$ cat src/rtl/ps2_mouse_packet_cursor_tracker_defines.svh
// ----------------------------------------------------------------------------
// PS/2 mouse cursor tracker assertion macros
// Shared property wrappers, clocked on clk and held off during reset.
// ----------------------------------------------------------------------------
`ifndef PS2_MOUSE_PACKET_CURSOR_TRACKER_DEFINES_SVH
`define PS2_MOUSE_PACKET_CURSOR_TRACKER_DEFINES_SVH

// Consequent checked in the same cycle as the antecedent
`define PS2MCT_ASSERT_NOW(label, ante, cons, msg) \
  label: assert property (@(posedge clk) disable iff (!rst_n) (ante) |-> (cons)) \
    else $error(msg);

// Consequent checked in the cycle after the antecedent
`define PS2MCT_ASSERT_NEXT(label, ante, cons, msg) \
  label: assert property (@(posedge clk) disable iff (!rst_n) (ante) |=> (cons)) \
    else $error(msg);

`endif

$ cat src/rtl/ps2mct_pkg.sv
// ----------------------------------------------------------------------------
// ps2mct_pkg
// Types and constants shared by the PS/2 / USB mouse cursor tracker.
// ----------------------------------------------------------------------------
package ps2mct_pkg;

  // Cursor coordinate width (clamp cap is 2^COORD_BITS - 1)
  localparam int COORD_BITS = 16;
  // Config register / screen size width
  localparam int CFG_W      = 16;
  // Cursor width on the result channel
  localparam int OUT_W      = 16;
  // Working width of the signed add-and-clamp
  localparam int SUM_W      = ((COORD_BITS > CFG_W) ? COORD_BITS : CFG_W) + 2;

  // Config register indexes
  localparam logic CFG_HSIZE = 1'b0;
  localparam logic CFG_VSIZE = 1'b1;

  localparam logic [CFG_W-1:0] HSIZE_RST = 16'd1024;
  localparam logic [CFG_W-1:0] VSIZE_RST = 16'd768;

  // Bit positions in status, packet header and button bytes
  localparam int STAT_DATA_BIT = 0;
  localparam int STAT_AUX_BIT  = 5;
  localparam int HDR_SYNC_BIT  = 3;
  localparam int BTN_LEFT_BIT  = 0;
  localparam int BTN_RIGHT_BIT = 1;

  typedef enum logic {
    OP_PS2 = 1'b0,
    OP_USB = 1'b1
  } op_t;

  typedef enum logic [1:0] {
    EV_NONE = 2'd0,
    EV_KBD  = 2'd1,
    EV_PKT  = 2'd2,
    EV_MOVE = 2'd3
  } ev_kind_t;

  typedef enum logic [1:0] {
    PH_HEADER = 2'd0,
    PH_XDELTA = 2'd1,
    PH_YDELTA = 2'd2
  } phase_t;

  typedef struct packed {
    logic              operation;
    logic [7:0]        status_byte;
    logic [7:0]        data_byte;
    logic signed [7:0] usb_dx;
    logic signed [7:0] usb_dy;
    logic [7:0]        usb_buttons;
  } ps2mct_in_t;

  typedef struct packed {
    ev_kind_t         event_kind;
    logic [7:0]       keyboard_byte;
    logic [OUT_W-1:0] cursor_x;
    logic [OUT_W-1:0] cursor_y;
    logic             left_pressed;
    logic             right_pressed;
  } ps2mct_out_t;

  // Tracker state carried from one request to the next
  typedef struct packed {
    phase_t                phase;
    logic [7:0]            header;
    logic [7:0]            xdelta;
    logic [COORD_BITS-1:0] pos_x;
    logic [COORD_BITS-1:0] pos_y;
    logic                  left;
    logic                  right;
  } ps2mct_state_t;

endpackage

$ cat src/rtl/ps2mct_step.sv
// ----------------------------------------------------------------------------
// ps2mct_step
// One request's worth of decode: packet assembly, cursor move and clamp.
// ----------------------------------------------------------------------------
module ps2mct_step
  import ps2mct_pkg::*;
(
  input  ps2mct_in_t         item,
  input  ps2mct_state_t      cur,
  input  logic [CFG_W-1:0]   hsize,
  input  logic [CFG_W-1:0]   vsize,
  output ps2mct_state_t      nxt,
  output ps2mct_out_t        result
);

  localparam logic [SUM_W-1:0] COORD_CAP =
    {{(SUM_W-COORD_BITS){1'b0}}, {COORD_BITS{1'b1}}};

  // pos + delta, clamped to [0, min(size-1, cap)]; size 0 acts as 1
  function automatic logic [COORD_BITS-1:0] clamp_move(
    input logic [COORD_BITS-1:0] pos,
    input logic [8:0]            delta,
    input logic [CFG_W-1:0]      size
  );
    logic [SUM_W-1:0] sum;
    logic [SUM_W-1:0] top;
    logic [COORD_BITS-1:0] res;
    sum = SUM_W'(pos) + {{(SUM_W-9){delta[8]}}, delta};
    top = (size == '0) ? '0 : (SUM_W'(size) - SUM_W'(1));
    if (top > COORD_CAP) top = COORD_CAP;
    if (sum[SUM_W-1])    res = '0;
    else if (sum > top)  res = top[COORD_BITS-1:0];
    else                 res = sum[COORD_BITS-1:0];
    return res;
  endfunction

  logic       status_data;
  logic       status_aux;
  logic       do_move;
  logic [8:0] dx;
  logic [8:0] dy;
  logic [7:0] buttons;
  ev_kind_t   kind;
  logic [7:0] kbd;

  assign status_data = item.status_byte[STAT_DATA_BIT];
  assign status_aux  = item.status_byte[STAT_AUX_BIT];

  // Decode the request and advance the packet phase
  always_comb begin
    nxt     = cur;
    do_move = 1'b0;
    dx      = '0;
    dy      = '0;
    buttons = '0;
    kind    = EV_NONE;
    kbd     = '0;
    if (op_t'(item.operation) == OP_USB) begin
      do_move = 1'b1;
      dx      = {item.usb_dx[7], item.usb_dx};
      dy      = {item.usb_dy[7], item.usb_dy};
      buttons = item.usb_buttons;
      kind    = EV_MOVE;
    end else if (!status_data) begin
      kind = EV_NONE;
    end else if (!status_aux) begin
      kind = EV_KBD;
      kbd  = item.data_byte;
    end else begin
      unique case (cur.phase)
        PH_XDELTA: begin
          nxt.xdelta = item.data_byte;
          nxt.phase  = PH_YDELTA;
          kind       = EV_PKT;
        end
        PH_YDELTA: begin
          nxt.phase = PH_HEADER;
          do_move   = 1'b1;
          dx        = {cur.xdelta[7], cur.xdelta};
          // packet Y is up-positive, screen Y is down-positive
          dy        = 9'd0 - {item.data_byte[7], item.data_byte};
          buttons   = cur.header;
          kind      = EV_MOVE;
        end
        default: begin
          // header slot; unmarked bytes are dropped to resync
          nxt.phase = PH_HEADER;
          if (item.data_byte[HDR_SYNC_BIT]) begin
            nxt.header = item.data_byte;
            nxt.phase  = PH_XDELTA;
            kind       = EV_PKT;
          end
        end
      endcase
    end

    if (do_move) begin
      nxt.left  = buttons[BTN_LEFT_BIT];
      nxt.right = buttons[BTN_RIGHT_BIT];
      nxt.pos_x = clamp_move(cur.pos_x, dx, hsize);
      nxt.pos_y = clamp_move(cur.pos_y, dy, vsize);
    end
  end

  // Result reflects the state after this request
  always_comb begin
    result.event_kind    = kind;
    result.keyboard_byte = kbd;
    result.cursor_x      = OUT_W'(SUM_W'(nxt.pos_x));
    result.cursor_y      = OUT_W'(SUM_W'(nxt.pos_y));
    result.left_pressed  = nxt.left;
    result.right_pressed = nxt.right;
  end

endmodule

$ cat src/rtl/ps2_mouse_packet_cursor_tracker.sv
// ----------------------------------------------------------------------------
// ps2_mouse_packet_cursor_tracker
// Decodes PS/2 controller bytes and USB mouse reports into cursor position,
// button state and forwarded keyboard bytes.
// ----------------------------------------------------------------------------
//  Channel   Dir   Handshake           Payload
//  in_       in    in_valid/in_ready   ps2mct_in_t  (one byte or USB report)
//  out_      out   out_valid/out_ready ps2mct_out_t (one result per request)
//  cfg_      in    cfg_we              cfg_index, cfg_wdata (screen size)
//
//  Input register, then decode/add/clamp into the result register and
//  tracker state. One request per cycle sustained while out_ready is high.
//  Synchronous active-low reset clears state and phase and restores the screen size defaults.
//  A held result stalls the decode stage; the input register still takes
//  one request while the result waits.
// ----------------------------------------------------------------------------
`include "ps2_mouse_packet_cursor_tracker_defines.svh"

module ps2_mouse_packet_cursor_tracker
  import ps2mct_pkg::*;
(
  input  logic              clk,
  input  logic              rst_n,

  input  logic              in_valid,
  output logic              in_ready,
  input  ps2mct_in_t        in_data,

  output logic              out_valid,
  input  logic              out_ready,
  output ps2mct_out_t       out_data,

  input  logic              cfg_we,
  input  logic              cfg_index,
  input  logic [CFG_W-1:0]  cfg_wdata
);

  logic             s1_valid_r, s1_valid_nxt;
  ps2mct_in_t       s1_data_r;
  logic             out_valid_r, out_valid_nxt;
  ps2mct_out_t      out_data_r;
  ps2mct_state_t    state_r;
  ps2mct_state_t    state_nxt;
  ps2mct_out_t      result;
  logic [CFG_W-1:0] hsize_r;
  logic [CFG_W-1:0] vsize_r;
  logic             adv;

  // Decode stage moves when the result register is free or being drained
  assign adv      = s1_valid_r && (!out_valid_r || out_ready);
  assign in_ready = !s1_valid_r || adv;

  // Config registers
  always_ff @(posedge clk) begin
    if (!rst_n) begin
      hsize_r <= HSIZE_RST;
      vsize_r <= VSIZE_RST;
    end else if (cfg_we) begin
      unique case (cfg_index)
        CFG_HSIZE: hsize_r <= cfg_wdata;
        CFG_VSIZE: vsize_r <= cfg_wdata;
        default: ;
      endcase
    end
  end

  // Input register
  always_comb begin
    s1_valid_nxt = s1_valid_r;
    if (in_valid && in_ready) s1_valid_nxt = 1'b1;
    else if (adv)             s1_valid_nxt = 1'b0;
  end

  always_ff @(posedge clk) begin
    if (!rst_n) s1_valid_r <= 1'b0;
    else        s1_valid_r <= s1_valid_nxt;
  end

  always_ff @(posedge clk) begin
    if (in_valid && in_ready) s1_data_r <= in_data;
  end

  // Decode and clamp
  ps2mct_step u_step (
    .item   (s1_data_r),
    .cur    (state_r),
    .hsize  (hsize_r),
    .vsize  (vsize_r),
    .nxt    (state_nxt),
    .result (result)
  );

  // Tracker state
  always_ff @(posedge clk) begin
    if (!rst_n)   state_r <= '0;
    else if (adv) state_r <= state_nxt;
  end

  // Result register
  always_comb begin
    out_valid_nxt = out_valid_r;
    if (adv)            out_valid_nxt = 1'b1;
    else if (out_ready) out_valid_nxt = 1'b0;
  end

  always_ff @(posedge clk) begin
    if (!rst_n) out_valid_r <= 1'b0;
    else        out_valid_r <= out_valid_nxt;
  end

  always_ff @(posedge clk) begin
    if (adv) out_data_r <= result;
  end

  assign out_valid = out_valid_r;
  assign out_data  = out_data_r;

  // Checks
  `PS2MCT_ASSERT_NEXT(a_adv_fills_out, adv, out_valid_r, "decoded request not in result register")
  `PS2MCT_ASSERT_NEXT(a_s1_held, s1_valid_r && !adv, s1_valid_r, "stalled request dropped")
  `PS2MCT_ASSERT_NOW(a_kbd_only_fwd, out_valid_r && (out_data_r.event_kind != EV_KBD), out_data_r.keyboard_byte == 8'd0, "keyboard byte set on non-keyboard result")

endmodule
$ cat config.mk
export PLATFORM = sky130hd
export DESIGN_NAME = ps2_mouse_packet_cursor_tracker
export DESIGN_NICKNAME = d
export VERILOG_FILES = /design/src/rtl/ps2mct_pkg.sv /design/src/rtl/ps2mct_step.sv /design/src/rtl/ps2_mouse_packet_cursor_tracker.sv
export VERILOG_INCLUDE_DIRS = /design/src /design/src/rtl
export SDC_FILE = /design/constraint.sdc
export NUM_CORES = 1
export LEC_CHECK = 0
export ABC_CLOCK_PERIOD_IN_PS = 6380
export BUFFER_PORTS_ARGS = -buffer_cell sky130_fd_sc_hd__buf_4
export CORE_ASPECT_RATIO = 0.6
export CORE_MARGIN = 2
export CORE_UTILIZATION = 50
export CTS_BUF_LIST = sky130_fd_sc_hd__clkbuf_8 sky130_fd_sc_hd__clkbuf_16
export CTS_CLUSTER_DIAMETER = 40
export DETAILED_ROUTE_END_ITERATION = 7
export PLACE_DENSITY = 0.69
export REMOVE_ABC_BUFFERS = 1
export SETUP_SLACK_MARGIN = 0.5
export SKIP_CTS_REPAIR_TIMING = 1
export SYNTH_ARGS = -nofsm -noshare
export SYNTH_HDL_FRONTEND = slang
export SYNTH_SLANG_ARGS = --single-unit
$ cat constraint.sdc
create_clock -name clk -period 6.38 [get_ports clk]
set_clock_uncertainty 0.2 [all_clocks]
set_input_delay 0.638 -clock clk [delete_from_list [all_inputs] [get_ports clk]]
set_output_delay 0.638 -clock clk [all_outputs]
set_load 0.05 [all_outputs]
Yosys cells after proc, flatten, opt, wreduce, memory -nomap -nowiden
Cells that the tools add are included.
{"block": "totals", "output_inout_bits": 46, "mem_bits_ro": 0, "regBits": 163, "ram_bits": 0, "latch_bits": 0, "n_memories": 0, "word_cells": 92, "in_bits": 63}
{"block": "classes", "bitwise_logic": 4, "n_reduce_logical": 17, "eq_ne": 2, "mux": 37, "multipliers": 0, "n_addsub": 5, "n_div": 0, "n_shift": 0, "order_cmp": 4}
{"cell": "2-to-1 mux 18 bit", "count": 6}
{"cell": "2-to-1 mux 9 bit", "count": 9}
{"cell": "2-to-1 mux 16 bit", "count": 4}
{"cell": "adder 17 x 9 -> 18 bit", "count": 2}
{"cell": "greater-than comparator 18 x 16 -> 1 bit, second input constant", "count": 2}
{"cell": "greater-than comparator 18 bit", "count": 2}
{"cell": "2-to-1 mux 34 bit", "count": 1}
{"cell": "subtractor 16 x 1 -> 17 bit, second input constant", "count": 2}
{"cell": "zero test 16 bit", "count": 2}
{"cell": "2-to-1 mux 2 bit", "count": 7}
{"cell": "subtractor 1 x 8 -> 9 bit, first input constant", "count": 1}
{"cell": "2-to-1 mux 1 bit", "count": 8}
{"cell": "case mux 2 bit (2 select lines)", "count": 2}
{"cell": "AND reduction 6 bit", "count": 1}
{"cell": "AND reduction 5 bit", "count": 1}
{"cell": "NOT 1 bit", "count": 4}
{"cell": "AND reduction 2 bit", "count": 2}
{"cell": "AND reduction 4 bit", "count": 1}
{"cell": "nonzero test 2 bit", "count": 2}
{"cell": "OR reduction 3 bit", "count": 1}
{"cell": "== test 2 x 1 -> 1 bit, second input constant", "count": 1}
{"cell": "== test 2 bit, second input constant", "count": 1}
{"cell": "logical AND 1 bit", "count": 2}
{"cell": "zero test 1 bit", "count": 2}
{"cell": "other kinds (2)", "count": 3}

Logic depth before layout (Yosys ltp)
{"block": "depth", "ltp_word": 10, "ltp_mapped": 27, "mapped_depth_nobuf": 24}

Hierarchy
Synthesis repeated with hierarchy kept, for this count alone.
{"block": "unflattened", "hier_cells": 1172, "hier_area_um2": 10915.5}
{"mod": "ps2_mouse_packet_cursor_tracker", "n_inst": 1, "cells_each": 462, "seq_area_each_um2": 4274.1, "area_per_inst_um2": 5970.7}
{"mod": "ps2mct_step", "n_inst": 1, "cells_each": 710, "seq_area_each_um2": 0.0, "area_per_inst_um2": 4944.7}

Worst setup path before layout
Ideal clock, no wire load.
{"block": "synth_path", "kind": "register to register", "start": "register s1_data_r[24] (netlist bit)", "end": "register out_data_r, in the netlist out_data[17] (data pin)", "path_buffers": 2, "setup_ps": 266, "synth_period_minus_slack_ps": 5668, "t_arrival_ps": 5202, "path_slack_ps": 712, "t_required_ps": 5914, "path_stages_with_launch": 22, "cell_sequence": "edfxtp_1 -> inv_1 -> ha_1 -> or3b_2 -> nor4_1 -> o41a_1 -> inv_1 -> ha_1 -> a211o_1 -> or3_1 -> o21ai_0 -> o21ai_0 -> a21oi_1 -> xnor2_1 -> ha_1 -> a21oi_1 -> o32ai_1 -> o41ai_1 -> clkbuf_1 -> clkbuf_1 -> mux2i_1 -> o22ai_1"}
{"item": "start: declaration", "line": "ps2_mouse_packet_cursor_tracker.sv:39", "rtl": "ps2mct_in_t s1_data_r;"}
{"item": "start signal: assignment", "line": "ps2_mouse_packet_cursor_tracker.sv:80", "rtl": "if (in_valid && in_ready) s1_data_r <= in_data;"}
{"item": "end signal: assignment", "line": "ps2_mouse_packet_cursor_tracker.sv:112", "rtl": "if (adv) out_data_r <= result;"}
{"item": "end: declaration", "line": "ps2_mouse_packet_cursor_tracker.sv:41", "rtl": "ps2mct_out_t out_data_r;"}

==> results.py <==
metrics = {
    "outcome": {
        "status": "finished clean",
    },
    "route": {
        "wirelength_um": 24500,
        "wl_met1_um": 12600,
        "met2_length_um": 9730,
        "avgViaCountPerCell": 5.71,
        "postRouteAntennaNets": 0,
        "met3_length_um": 1960,
        "drt_iter0_drc": 651,
        "via_count": 7930,
        "drc": 0,
        "wl_per_cell_um": 17.6,
        "drt_pass1_iterations": 6,
        "top_layer": "met4",
    },
    "worst_hold_path": {
        "holdPathStages": 1,
        "min_to": "s1_data_r[32]$_DFFE_PP_",
        "hp-class": "in2reg",
        "holdCritStartpoint": "in_data[32]",
    },
    "logic_synthesis": {
        "syn_area_um2": 9430,
        "ys_async_sr_fraction_pct": 0,
        "syn_inst": 1046,
        "yosysTopAreaCellShare_pct": 23.3,
        "ys_warn_count": 0,
        "synth_cell_types": 70,
        "synth-edff-count": 73,
        "synth.area.top_cells": "edfxtp_1, dfxtp_1, ha_1",
        "seq_area_frac_synth_pct": 40.2,
        "synth_seq_cells": 153,
        "post_synth.cell_area_avg_um2": 9.01,
        "synth_top_cell_by_area": "edfxtp_1",
        "ys.flop_type": "dfxtp_1",
    },
    "critical_path": {
        "cpMostUsedCell": "ha_1",
        "cpMaxStageDelayCell": "or3b_2",
        "critPathKind": "reg2reg",
        "r2r_end": "out_data[4]$_DFFE_PP_",
        "critPathArrivalTime_ns": 5.59,
        "crit_chain": "inv_1, ha_1, or3b_2, nor4_4, o41a_1, inv_2, ha_1, and2_1, nand3_1, or2_2, o31ai_2, xnor2_1, ha_1, nand2_1, nor3_2, o31a_1, o41ai_4, buf_12, and2_1, o211ai_1, nand2_1",
        "worst_ep_required_time_ns": 6.34,
        "cp-end-kind": "flip-flop",
        "worstPathMaxFanout": 22,
        "r2r_start": "s1_data_r[24]$_DFFE_PP_",
        "worst-r2r-cell-count": 21,
        "critPathLaunchType": "flip-flop",
        "ff2ff_setup_slack_ns": 0.75,
        "cpPeakStageDelay_ns": 0.52,
    },
    "pwr": {
        "p_total_uw": 2730,
        "worst_ir_drop_vdd_mv": 0.172,
        "power.leakage_uw": 0.00464,
        "cellPowerDensity_nw_per_um2": 245,
    },
    "die": {
        "chipWidth_um": 181,
        "die_h_um": 110,
        "start_util_pct": 51.6,
        "io_pins": 109,
        "core-area_um2": 18300,
        "dieArea_um2": 20000,
        "num_rows": 38,
    },
    "global_route": {
        "grt.total_usage_pct": 24.9,
        "grt_max_degree": 61,
        "gr-total-overflow": 0,
        "grt_pass1_vias": 7314,
        "grt_pass1_wl_um": 38800,
        "antenna_found_initial": 0,
    },
    "cells_and_area": {
        "antennaDiodeCount": 0,
        "fill_cells": 1614,
        "multi_input_area_um2": 5440,
        "area_growth_pct": 17.9,
        "drive_gt1_share_pct": 16.3,
        "nets": 1277,
        "design_area_um2": 11100,
        "regArea_um2": 3790,
    },
    "clock_tree": {
        "clk_latency_ns": 0.44,
        "cts_sinks": 153,
        "clockBufferDepth": 2,
        "htree_levels": 4,
        "cts_tree": "built",
        "path_clk_slew_ns": 0.07,
        "cts-root-buf": "clkbuf_16",
        "cts_made_buffers": 17,
    },
    "place": {
        "place.gp.congestion": 0.876,
        "numPortBuffers": 96,
        "dpl.hpwl_um": 17500,
        "dpl_cell_area_um2": 10400,
        "place_ws_ns": 0.215,
    },
    "timing": {
        "hold_viol": 0,
        "fmax_mhz": 177,
        "slew_headroom_pct": 25.2,
        "post-route-period-util_pct": 88.3,
        "setup_violations": 0,
        "worst_pin_slew_ns": 1.12,
        "final_max_slew_viol_count": 0,
        "worst_slack_ns": 0.746,
        "min_period_ns": 5.63,
        "fin_tns_setup_ns": 0,
        "rsz0062_at_grt": "false",
        "whs_ns": 0.174,
    },
    "flow_run": {
        "maxCapViolCount": 0,
    },
}
-- where the power goes --
part	internal [uW]	switching (uW)	leakage [uW]	total, uW
registers	1080	34.9	0.00136	1120
logic	236	377	0.00300	613
clock network	545	451	0.000278	996
total	1860	863	0.00464	2730
-- area by class of cell --
type                            instances  area share (%)
Clock buffer                           17            3.83
Clock inverter                         15            1.27
Inverter                               41            1.38
Multi-Input combinational cell        811            49.0
Sequential cell                       153            34.1
Tap cell                              240            2.70
Timing Repair Buffer                  113            7.74
-- layout by cell type (no fill, tap or decap), drive strengths merged, types with 18 or more instances in the layout --
| cell type | netlist | final |
|---|---|---|
| mux2i | 22 | 22 |
| a21o | 19 | 19 |
| nor2b | 24 | 24 |
| a21oi | 41 | 41 |
| buf | 7 | 113 |
| xnor2 | 34 | 34 |
| dfxtp | 80 | 80 |
| ha | 75 | 75 |
| inv | 41 | 50 |
| a21boi | 32 | 32 |
| edfxtp | 73 | 73 |
| and2 | 22 | 22 |
| nand3 | 18 | 18 |
| xor2 | 22 | 22 |
| o21a | 21 | 21 |
| o21ai | 87 | 87 |
| nand2 | 176 | 176 |
| nor2 | 55 | 55 |
-- synthesized netlist by cell type, types with 18 or more instances --
library cell,number
and2_1,22
nor2b_1,24
a21oi_1,41
clkbuf_1,37
edfxtp_1,73
ha_1,75
nand3_1,18
dfxtp_1,80
xnor2_1,33
nand2_1,176
o21ai_0,73
a21o_1,19
xor2_1,22
inv_1,40
o21a_1,19
nor2_1,54
a21boi_0,32
mux2i_1,22
-- logic make-up (layout without fill, tap and decap cells) --
group	after synthesis	in the layout	share of synthesized area, %
adders and majority gates	77	77	10.4
xor gates and xnor gates	56	56	5.28
muxes	24	24	2.61
DFF	153	153	40.2
buffers and inverters	85	186	3.60
and+or+nand+nor	381	381	19.2
AOI/OAI and AO/OA	269	271	18.6
other	1	2	0.0398
-- metal layers --
layer	GRT usage (%)	vias to the layer above
li1	-	3904
met1	37.3	3726
met2	36.0	274
met3	6.04	26
met4	5.46	0
met5	0	-
-- flip-flops by register name (all words and copies together) (netlist names) --
| register | cells |
|---|---|
| out_data | 44 |
| s1_data_r | 29 |
| s1_valid_r | 1 |
| hsize_r | 16 |
| vsize_r | 16 |
| out_valid | 1 |
| state_r | 46 |
-- worst max-delay path, delay by kind of cell, from the launching register on --
family,cells,cell delay [ns]
AO/OA/AOI/OAI,5,1.32
XOR/XNOR,1,0.21
adder cells (fa/ha/maj),3,0.87
buffers and inverters,3,0.41
flip-flops,1,0.43
AND/OR/NAND/NOR,9,1.93
-- through the flow --
stage	util, %	instances
after CTS	60.0	1384
final	60.9	1390
after global placement	56.9	1352
after floorplan	-	1003
after global routing	60.9	1390
after detailed placement	56.9	1352
-- how the worst max path moves through the flow --
stage	from	cells after the start	end	slack (ns)
2_1_floorplan	s1_data_r[24]$_DFFE_PP_	20	state_r[3]$_SDFFE_PN0P_	-1.06
3_3_place_gp	s1_data_r[24]$_DFFE_PP_	22	out_data[7]$_DFFE_PP_	0.36
3_5_place_dp	s1_data_r[24]$_DFFE_PP_	22	out_data[7]$_DFFE_PP_	0.21
4_1_cts	s1_data_r[24]$_DFFE_PP_	22	out_data[7]$_DFFE_PP_	0.19
5_1_grt	s1_data_r[25]$_DFFE_PP_	24	out_data[4]$_DFFE_PP_	0.51
6_report	s1_data_r[24]$_DFFE_PP_	21	out_data[4]$_DFFE_PP_	0.75
(Power assumes the default switching activity.)
